==> src/hdl/lprl_pkg.sv <==
`default_nettype none

package lprl_pkg;

  localparam int DEPTH_DEFAULT = 128;
  localparam int CMDQ_DEPTH    = 2;

  localparam logic ACT_WRITE  = 1'b0;
  localparam logic ACT_LOOKUP = 1'b1;

  typedef struct packed {
    logic        action;
    logic [6:0]  entry_index;
    logic [31:0] entry_prefix;
    logic [31:0] entry_mask;
    logic [7:0]  entry_port;
    logic [31:0] dest_addr;
  } in_item_t;

  typedef struct packed {
    logic       route_found;
    logic [7:0] out_port;
    logic [6:0] match_slot;
  } out_item_t;

  typedef enum logic {
    CMD_WRITE,
    CMD_LOOKUP
  } cmd_kind_t;

  typedef struct packed {
    cmd_kind_t   kind;
    logic [6:0]  index;
    logic [31:0] prefix;
    logic [31:0] mask;
    logic [7:0]  port;
    logic [31:0] addr;
  } cmd_t;

  typedef struct packed {
    logic [31:0] prefix;
    logic [31:0] mask;
    logic [7:0]  port;
  } route_entry_t;

endpackage

`default_nettype wire

==> src/hdl/lprl_front.sv <==
`default_nettype none

module lprl_front
  import lprl_pkg::*;
#(
  parameter int TABLE_DEPTH = DEPTH_DEFAULT
) (
  input  wire logic     clk,
  input  wire logic     rst_n,
  input  wire logic     in_push,
  output logic          in_full,
  input  wire in_item_t in_item,
  output logic          cmd_valid,
  input  wire logic     cmd_ready,
  output cmd_t          cmd
);

  localparam int PTR_W = $clog2(CMDQ_DEPTH);
  localparam int CNT_W = $clog2(CMDQ_DEPTH + 1);

  cmd_t             q_r [CMDQ_DEPTH];
  logic [PTR_W-1:0] wr_ptr_r;
  logic [PTR_W-1:0] rd_ptr_r;
  logic [CNT_W-1:0] cnt_r;

  logic accept;
  logic keep;
  logic take;
  cmd_t cls;

  assign in_full   = (cnt_r == CNT_W'(CMDQ_DEPTH));
  assign cmd_valid = (cnt_r != '0);
  assign cmd       = q_r[rd_ptr_r];
  assign accept    = in_push && !in_full;
  assign take      = cmd_valid && cmd_ready;

  // drop writes aimed past the table
  assign keep = accept && ((in_item.action == ACT_LOOKUP) ||
                           (32'(in_item.entry_index) < 32'(TABLE_DEPTH)));

  always_comb begin
    cls.kind   = (in_item.action == ACT_LOOKUP) ? CMD_LOOKUP : CMD_WRITE;
    cls.index  = in_item.entry_index;
    cls.prefix = in_item.entry_prefix;
    cls.mask   = in_item.entry_mask;
    cls.port   = in_item.entry_port;
    cls.addr   = in_item.dest_addr;
  end

  always_ff @(posedge clk) begin
    if (keep) begin
      q_r[wr_ptr_r] <= cls;
    end
    if (!rst_n) begin
      wr_ptr_r <= '0;
      rd_ptr_r <= '0;
      cnt_r    <= '0;
    end else begin
      if (keep) begin
        wr_ptr_r <= (wr_ptr_r == PTR_W'(CMDQ_DEPTH - 1)) ? '0 : wr_ptr_r + 1'b1;
      end
      if (take) begin
        rd_ptr_r <= (rd_ptr_r == PTR_W'(CMDQ_DEPTH - 1)) ? '0 : rd_ptr_r + 1'b1;
      end
      if (keep && !take) begin
        cnt_r <= cnt_r + 1'b1;
      end else if (take && !keep) begin
        cnt_r <= cnt_r - 1'b1;
      end
    end
  end

endmodule

`default_nettype wire

==> config.mk <==
export PLATFORM = sky130hd
export DESIGN_NAME = lprl_front
export DESIGN_NICKNAME = d
export VERILOG_FILES = /design/src/hdl/lprl_pkg.sv /design/src/hdl/lprl_front.sv
export SDC_FILE = /design/constraint.sdc
export NUM_CORES = 1
export LEC_CHECK = 0
export BUFFER_PORTS_ARGS = -buffer_cell sky130_fd_sc_hd__buf_2
export CORE_MARGIN = 2
export CORE_UTILIZATION = 52
export DETAILED_ROUTE_END_ITERATION = 6
export PLACE_DENSITY = 0.79
export SLEW_MARGIN = 5
export SYNTH_ARGS = -nofsm -noshare
export SYNTH_HDL_FRONTEND = slang
export SYNTH_SLANG_ARGS = --single-unit
==> constraint.sdc <==
create_clock -name clk -period 7.25 [get_ports clk]
set_clock_uncertainty 0.05 [all_clocks]
set_input_delay 1.45 -clock clk [delete_from_list [all_inputs] [get_ports clk]]
set_output_delay 1.45 -clock clk [all_outputs]
set_load 0.01 [all_outputs]
==> summary.txt, run 1 <==
vias per cell: 4.97
CP max-delay cell: buf_4
pwr dens: 350 nW/um2
CP bufs+invs: 2
initial core utilization: 52.9%
Final Setup Violations: 0
Root Driver: clkbuf_16
Sequential Area: 6830 um2
cells along the critical path: buf_4 -> mux2_2 -> buf_2
Max IR drop VDD: 0.420 mV
flop-to-flop setup slack: 4650 ps
CTS tree: yes
class of the worst hold path: register to register
P&R area growth vs syn: 24.2%
relative slew slack: 36.4%
first-pass GRT wire length: 21.7 mm
Syn Inst Count: 373
yosys warns: 0
critical path's top delay family: buffers and inverters
post-synth cell types: 22
critical path class: register to primary output
Core Region: 15,800 um2
DRC Markers: 0
synthesized net count: 490
clock-pin slew on the worst setup and hold paths: 60 ps
drt wl/cell: 17.5 um
antenna violations before repair: 1
Worst Setup End Kind: primary output
Sw Share: 26.1%
GRT overflow: 0
Seq cells post-synth: 229
vias in the first global route: 4,351
clock buffer depth: 3
fin. max-slew vios: 0
sw power: 946 uW
share of the yosys chip area belonging to registers: 81.9%
Clock power frac: 29.1%
Pre-antenna DRT Iters: 4
crit path DAT: 2660 ps
Rows: 46
CTS Buf Count: 23
status: completed
height of the die: 131 um
filler instances: 1,110
required time worst endpoint: 5750 ps
initial drt markers: 268
layout cells sized above 1: 59.3%
die area: 17,100 um2
Final Hold Vio Count: 0
minimum clock period: 4160 ps
gp weighted congestion: 0.724
maximum fanout along the worst path: 71
ANT nets after route: 0
Leak Pwr: 3.86 nW
I/O Pins: 230
DIE WIDTH: 131 um
final period utilization: 57.4%
via count: 4,231
sequential share of power: 47.9%
crit-path max cell delay: 780 ps
Worst Tran Pin Value: 955 ps
Pint: 2.68 mW
global-route usage over all layers: 16.4%
Worst setup SP type: register
max frequency: 0.240 GHz
Port Buffers: 229
NumNets Final: 736
Avg Synthesized Cell Area: 22.4 um2
RSZ-0062 raised after global routing: no
hold buffer count at cts: 0
area of the multi-input gates: 1400 um2
Clock Latency Late Sink: 490 ps
max_cap viols: 0
final core occ: 65.7%
final wirelength: 14.9 mm
largest net degree at the start of global routing: 72
setup TNS: 0 ps
H-tree depth: 1
post-CTS setup buffers: 0
dpl hpwl: 9.68 mm
Post-CTS Resized: 0
Mapped Area: 8340 um2
Comb pwr share: 23.0%
Clock Sink Count: 229
## synthesized netlist by cell type
| master | instances | area (um2) |
|---|---|---|
| a21boi_0 | 1 | 7.51 |
| a21boi_1 | 1 | 7.51 |
| and2_1 | 3 | 18.8 |
| and3_1 | 1 | 6.26 |
| buf_2 | 3 | 15.0 |
| buf_4 | 1 | 7.51 |
| buf_6 | 8 | 90.1 |
| dfxtp_1 | 5 | 100 |
| edfxtp_1 | 224 | 6730 |
| ha_1 | 1 | 12.5 |
| inv_1 | 2 | 7.51 |
| mux2_2 | 112 | 1260 |
| nand2b_1 | 1 | 6.26 |
| nor2_1 | 1 | 3.75 |
| nor3_2 | 1 | 10.0 |
| o21a_1 | 1 | 7.51 |
| o21ai_0 | 1 | 5.00 |
| o21ai_1 | 1 | 5.00 |
| or2_2 | 1 | 6.26 |
| or3_1 | 1 | 6.26 |
| xnor2_1 | 2 | 17.5 |
| xor2_1 | 1 | 8.76 |
## cell families (layout without fill, tap and decap cells)
logic type                 count (synthesis)  after routing  share of synthesized area, %
buffers and inverters                     14            275                          1.44
AOI/OAI and AO/OA                          5              5                         0.390
DFF                                      229            229                          81.9
adders and majority gates                  1              1                         0.150
muxes                                    112            112                          15.1
xor gates and xnor gates                   3              3                         0.315
other                                      0              1                             0
and+or+nand+nor                            9              9                         0.691
## stage by stage
step,hold WS [ps],instances,instance area (um2),power (mW),setup WS (ps)
3_5_place_dp,512,810,9690,2.61,3590
3_3_place_gp,450,810,9690,2.58,3620
2_1_floorplan,429,373,8340,2.32,778
6_report,526,851,10400,3.63,3090
5_1_grt,537,850,10400,3.79,2930
4_1_cts,519,850,10400,3.68,3060
## placed cells by master, fill, tap and decap left out, drive strengths merged
cell type    n
o21ai        2
mux2       112
edfxtp     224
xnor2        2
o21a         1
dfxtp        5
clkbuf      31
xor2         1
a21boi       2
or2          1
nor3         1
ha           1
nand2b       1
inv          2
buf        233
diode        1
bufinv       1
and3         1
and2         3
clkinv       8
nor2         1
or3          1
## per-layer routing
| layer | track usage (%) | up-vias | share of wire (%) |
|---|---|---|---|
| li1 | - | 1972 | - |
| met1 | 20.1 | 2080 | 40 |
| met2 | 28.5 | 151 | 50 |
| met3 | 5.29 | 28 | 8.3 |
| met4 | 4.44 | 0 | 1.8 |
| met5 | 0 | - | 0 |
## sequential cells by signal, summed over array words and instances, names as in the netlist, named ones only
name,cells
wr_ptr_r,1
cnt_r,2
q_r,224
rd_ptr_r,1
## path summary, 6_finish.rpt
check,from,cells after the start,end
setup / recovery,register,3,cmd[60]
hold / removal,cnt_r[1]$_SDFFE_PN0P_,2,cnt_r[1]$_SDFFE_PN0P_
setup reg to reg,cnt_r[0]$_SDFFE_PN0P_,3,q_r[1][68]$_DFFE_PP_
hold reg to reg,cnt_r[1]$_SDFFE_PN0P_,2,cnt_r[1]$_SDFFE_PN0P_
## layout make-up
cell class	instances	area share [%]
diodes	1	0.0242
clock buffers	31	5.85
clock inverters	9	0.616
well taps	216	2.61
flip-flops and latches	229	65.9
repair buffers	233	11.4
inverters	2	0.0725
multi-input cells	130	13.5
## tightest hold or removal path, cell delays in order (launching register included)
cell	delay [ps]
dfxtp_1	340
o21ai_0	120
a21boi_1	70
## power by group through the flow
stage               sequential (mW)  clock, mW  combinational (mW)
floorplan                      1.74          0               0.580
global placement               1.76          0               0.824
detailed placement             1.77          0               0.842
CTS                            1.74       1.09               0.847
global route                   1.76       1.14               0.894
finish                         1.74       1.06               0.832
(Power assumes the default switching activity.)
==> inputs of run 2 (changes only) <==
clock period = 4.2 ns   (was 7.25 ns; I/O delays follow)
==> summary.txt, run 2 (synthesized netlist as in run 1, its figures left out) <==
status: completed
initial drt markers: 229 (-15%)
crit path DAT: 2230 ps (-430 ps)
critical path class: register to primary output
H-tree depth: 1 (unchanged)
Clock Latency Late Sink: 480 ps (about the same)
die area: 17,100 um2 (unchanged)
Hold Worst Slack: 487 ps (-39.4 ps)
P&R area growth vs syn: 24.7%
ANT nets after route: 0 (unchanged)
Pre-antenna DRT Iters: 4 (unchanged)
via count: 4,253 (+0.52%)
height of the die: 131 um (unchanged)
initial core utilization: 52.9% (unchanged)
Post-CTS Resized: 0 (unchanged)
Core Region: 15,800 um2 (unchanged)
RSZ-0062 raised after global routing: no
Rows: 46 (unchanged)
first-pass GRT wire length: 22.3 mm (+2.6%)
Worst Setup End Kind: primary output
vias per cell: 5.02 (+0.88%)
dpl hpwl: 10.4 mm (+7.1%)
global-route usage over all layers: 17.1% (+0.67 points)
CTS Buf Count: 23 (unchanged)
I/O Pins: 230 (unchanged)
max frequency: 0.320 GHz
max FFs per register: 224 (unchanged)
Worst setup SP type: register
class of the worst hold path: input pin to register
NumNets Final: 736 (unchanged)
minimum clock period: 3120 ps
Placed Instance Area: 9710 um2 (+0.26%)
largest register by flop count: q_r
Max IR drop VDD: 0.406 mV (-3.4%)
most common cell after layout, fill and taps aside: buf_2
DRC Markers: 0 (unchanged)
Port Buffers: 229 (unchanged)
relative slew slack: 43.0% (+6.7 points)
drt wl/cell: 18.2 um (+3.6%)
fin area: 10,400 um2 (+0.40%)
Clock Sink Count: 229 (unchanged)
Leak Pwr: 3.87 nW (+0.46%)
gp weighted congestion: 0.755 (+4.4%)
largest net degree at the start of global routing: 65 (-9.7%)
max_cap viols: 0 (unchanged)
setup TNS: 0 ps (unchanged)
Largest regs: q_r: 224 flops, cnt_r: 2 flops
Final Hold Vio Count: 0 (unchanged)
antenna violations before repair: 1 (unchanged)
final core occ: 65.9% (+0.26 points)
clock-pin slew on the worst setup and hold paths: 60 ps (about the same)
vias in the first global route: 4,429 (+1.8%)
CTS tree: yes
hold buffer count at cts: 0 (unchanged)
clock buffer depth: 3 (unchanged)
fin. max-slew vios: 0 (unchanged)
most frequent cells in the layout: buf_2 (229), edfxtp_1 (224), mux2_2 (112), clkbuf_16 (23), clkbuf_1 (5)
Final Setup Violations: 0 (unchanged)
Worst Tran Pin Value: 854 ps (-100 ps)
required time worst endpoint: 3310 ps (-2440 ps)
layout cells sized above 1: 59.9% (+0.60 points)
final wirelength: 15.4 mm (+3.2%)
GRT overflow: 0 (unchanged)
flop-to-flop setup slack: 2050 ps (-2600 ps)
maximum fanout along the worst path: 64 (-9.9%)
post-CTS setup buffers: 0 (unchanged)
DIE WIDTH: 131 um (unchanged)
final period utilization: 74.3%
Root Driver: clkbuf_16
pwr dens: 608 nW/um2 (+74%)
total power: 6.32 mW (+74%)
==> run 2: cell types whose count changed in the layout (fill, tap and decap cells not counted) <==
cell,delta
buf_12,+2
clkbuf_1,-3
bufinv_16,+1
clkinv_1,-2
buf_4,-2
clkinv_2,+1
==> run 2: power breakdown <==
part / switching, mW / leakage [nW] / internal, mW
logic: 0.744 / 1.40 / 0.696
registers: 0.138 / 2.13 / 2.88
clock network: 0.750 / 0.338 / 1.12
==> run 2: cell type report <==
type                    count  area, um2
diodes                      1       2.50
well taps                 216        270
clock inverters             9       91.3
clock buffers              28        594
flip-flops and latches    229       6830
inverters                   2       7.51
multi-input cells         130       1400
repair buffers            233       1200
fillers                  1109       5370
==> run 2: final timing paths <==
path	startpoint	endpoint	cells past startpoint
setup / recovery	register	cmd[71]	3
hold / removal	in_item[37]	q_r[0][37]$_DFFE_PP_	1
setup reg to reg	cnt_r[0]$_SDFFE_PN0P_	q_r[1][27]$_DFFE_PP_	3
hold reg to reg	cnt_r[1]$_SDFFE_PN0P_	cnt_r[1]$_SDFFE_PN0P_	2
==> run 2: routing by layer <==
| layer | global-route usage (%) | part of all wire, % | vias to the layer above |
|---|---|---|---|
| li1 | - | - | 1973 |
| met1 | 21.0 | 39 | 2081 |
| met2 | 29.8 | 51 | 172 |
| met3 | 4.72 | 7.9 | 27 |
| met4 | 5.19 | 2.0 | 0 |
| met5 | 0 | 0 | - |
==> run 2: worst max-delay path, cell delays in order (launching register included) <==
cell	delay (ps)
dfxtp_4	760
buf_12	370
mux2_2	400
buf_2	140
==> run 2: through the flow <==
step / setup WS, ps / cells
final: 1080 / 848
after global routing: 959 / 847
after CTS: 1040 / 847
after detailed placement: 1550 / 810
after global placement: 1570 / 810
after floorplan: 108 / 373
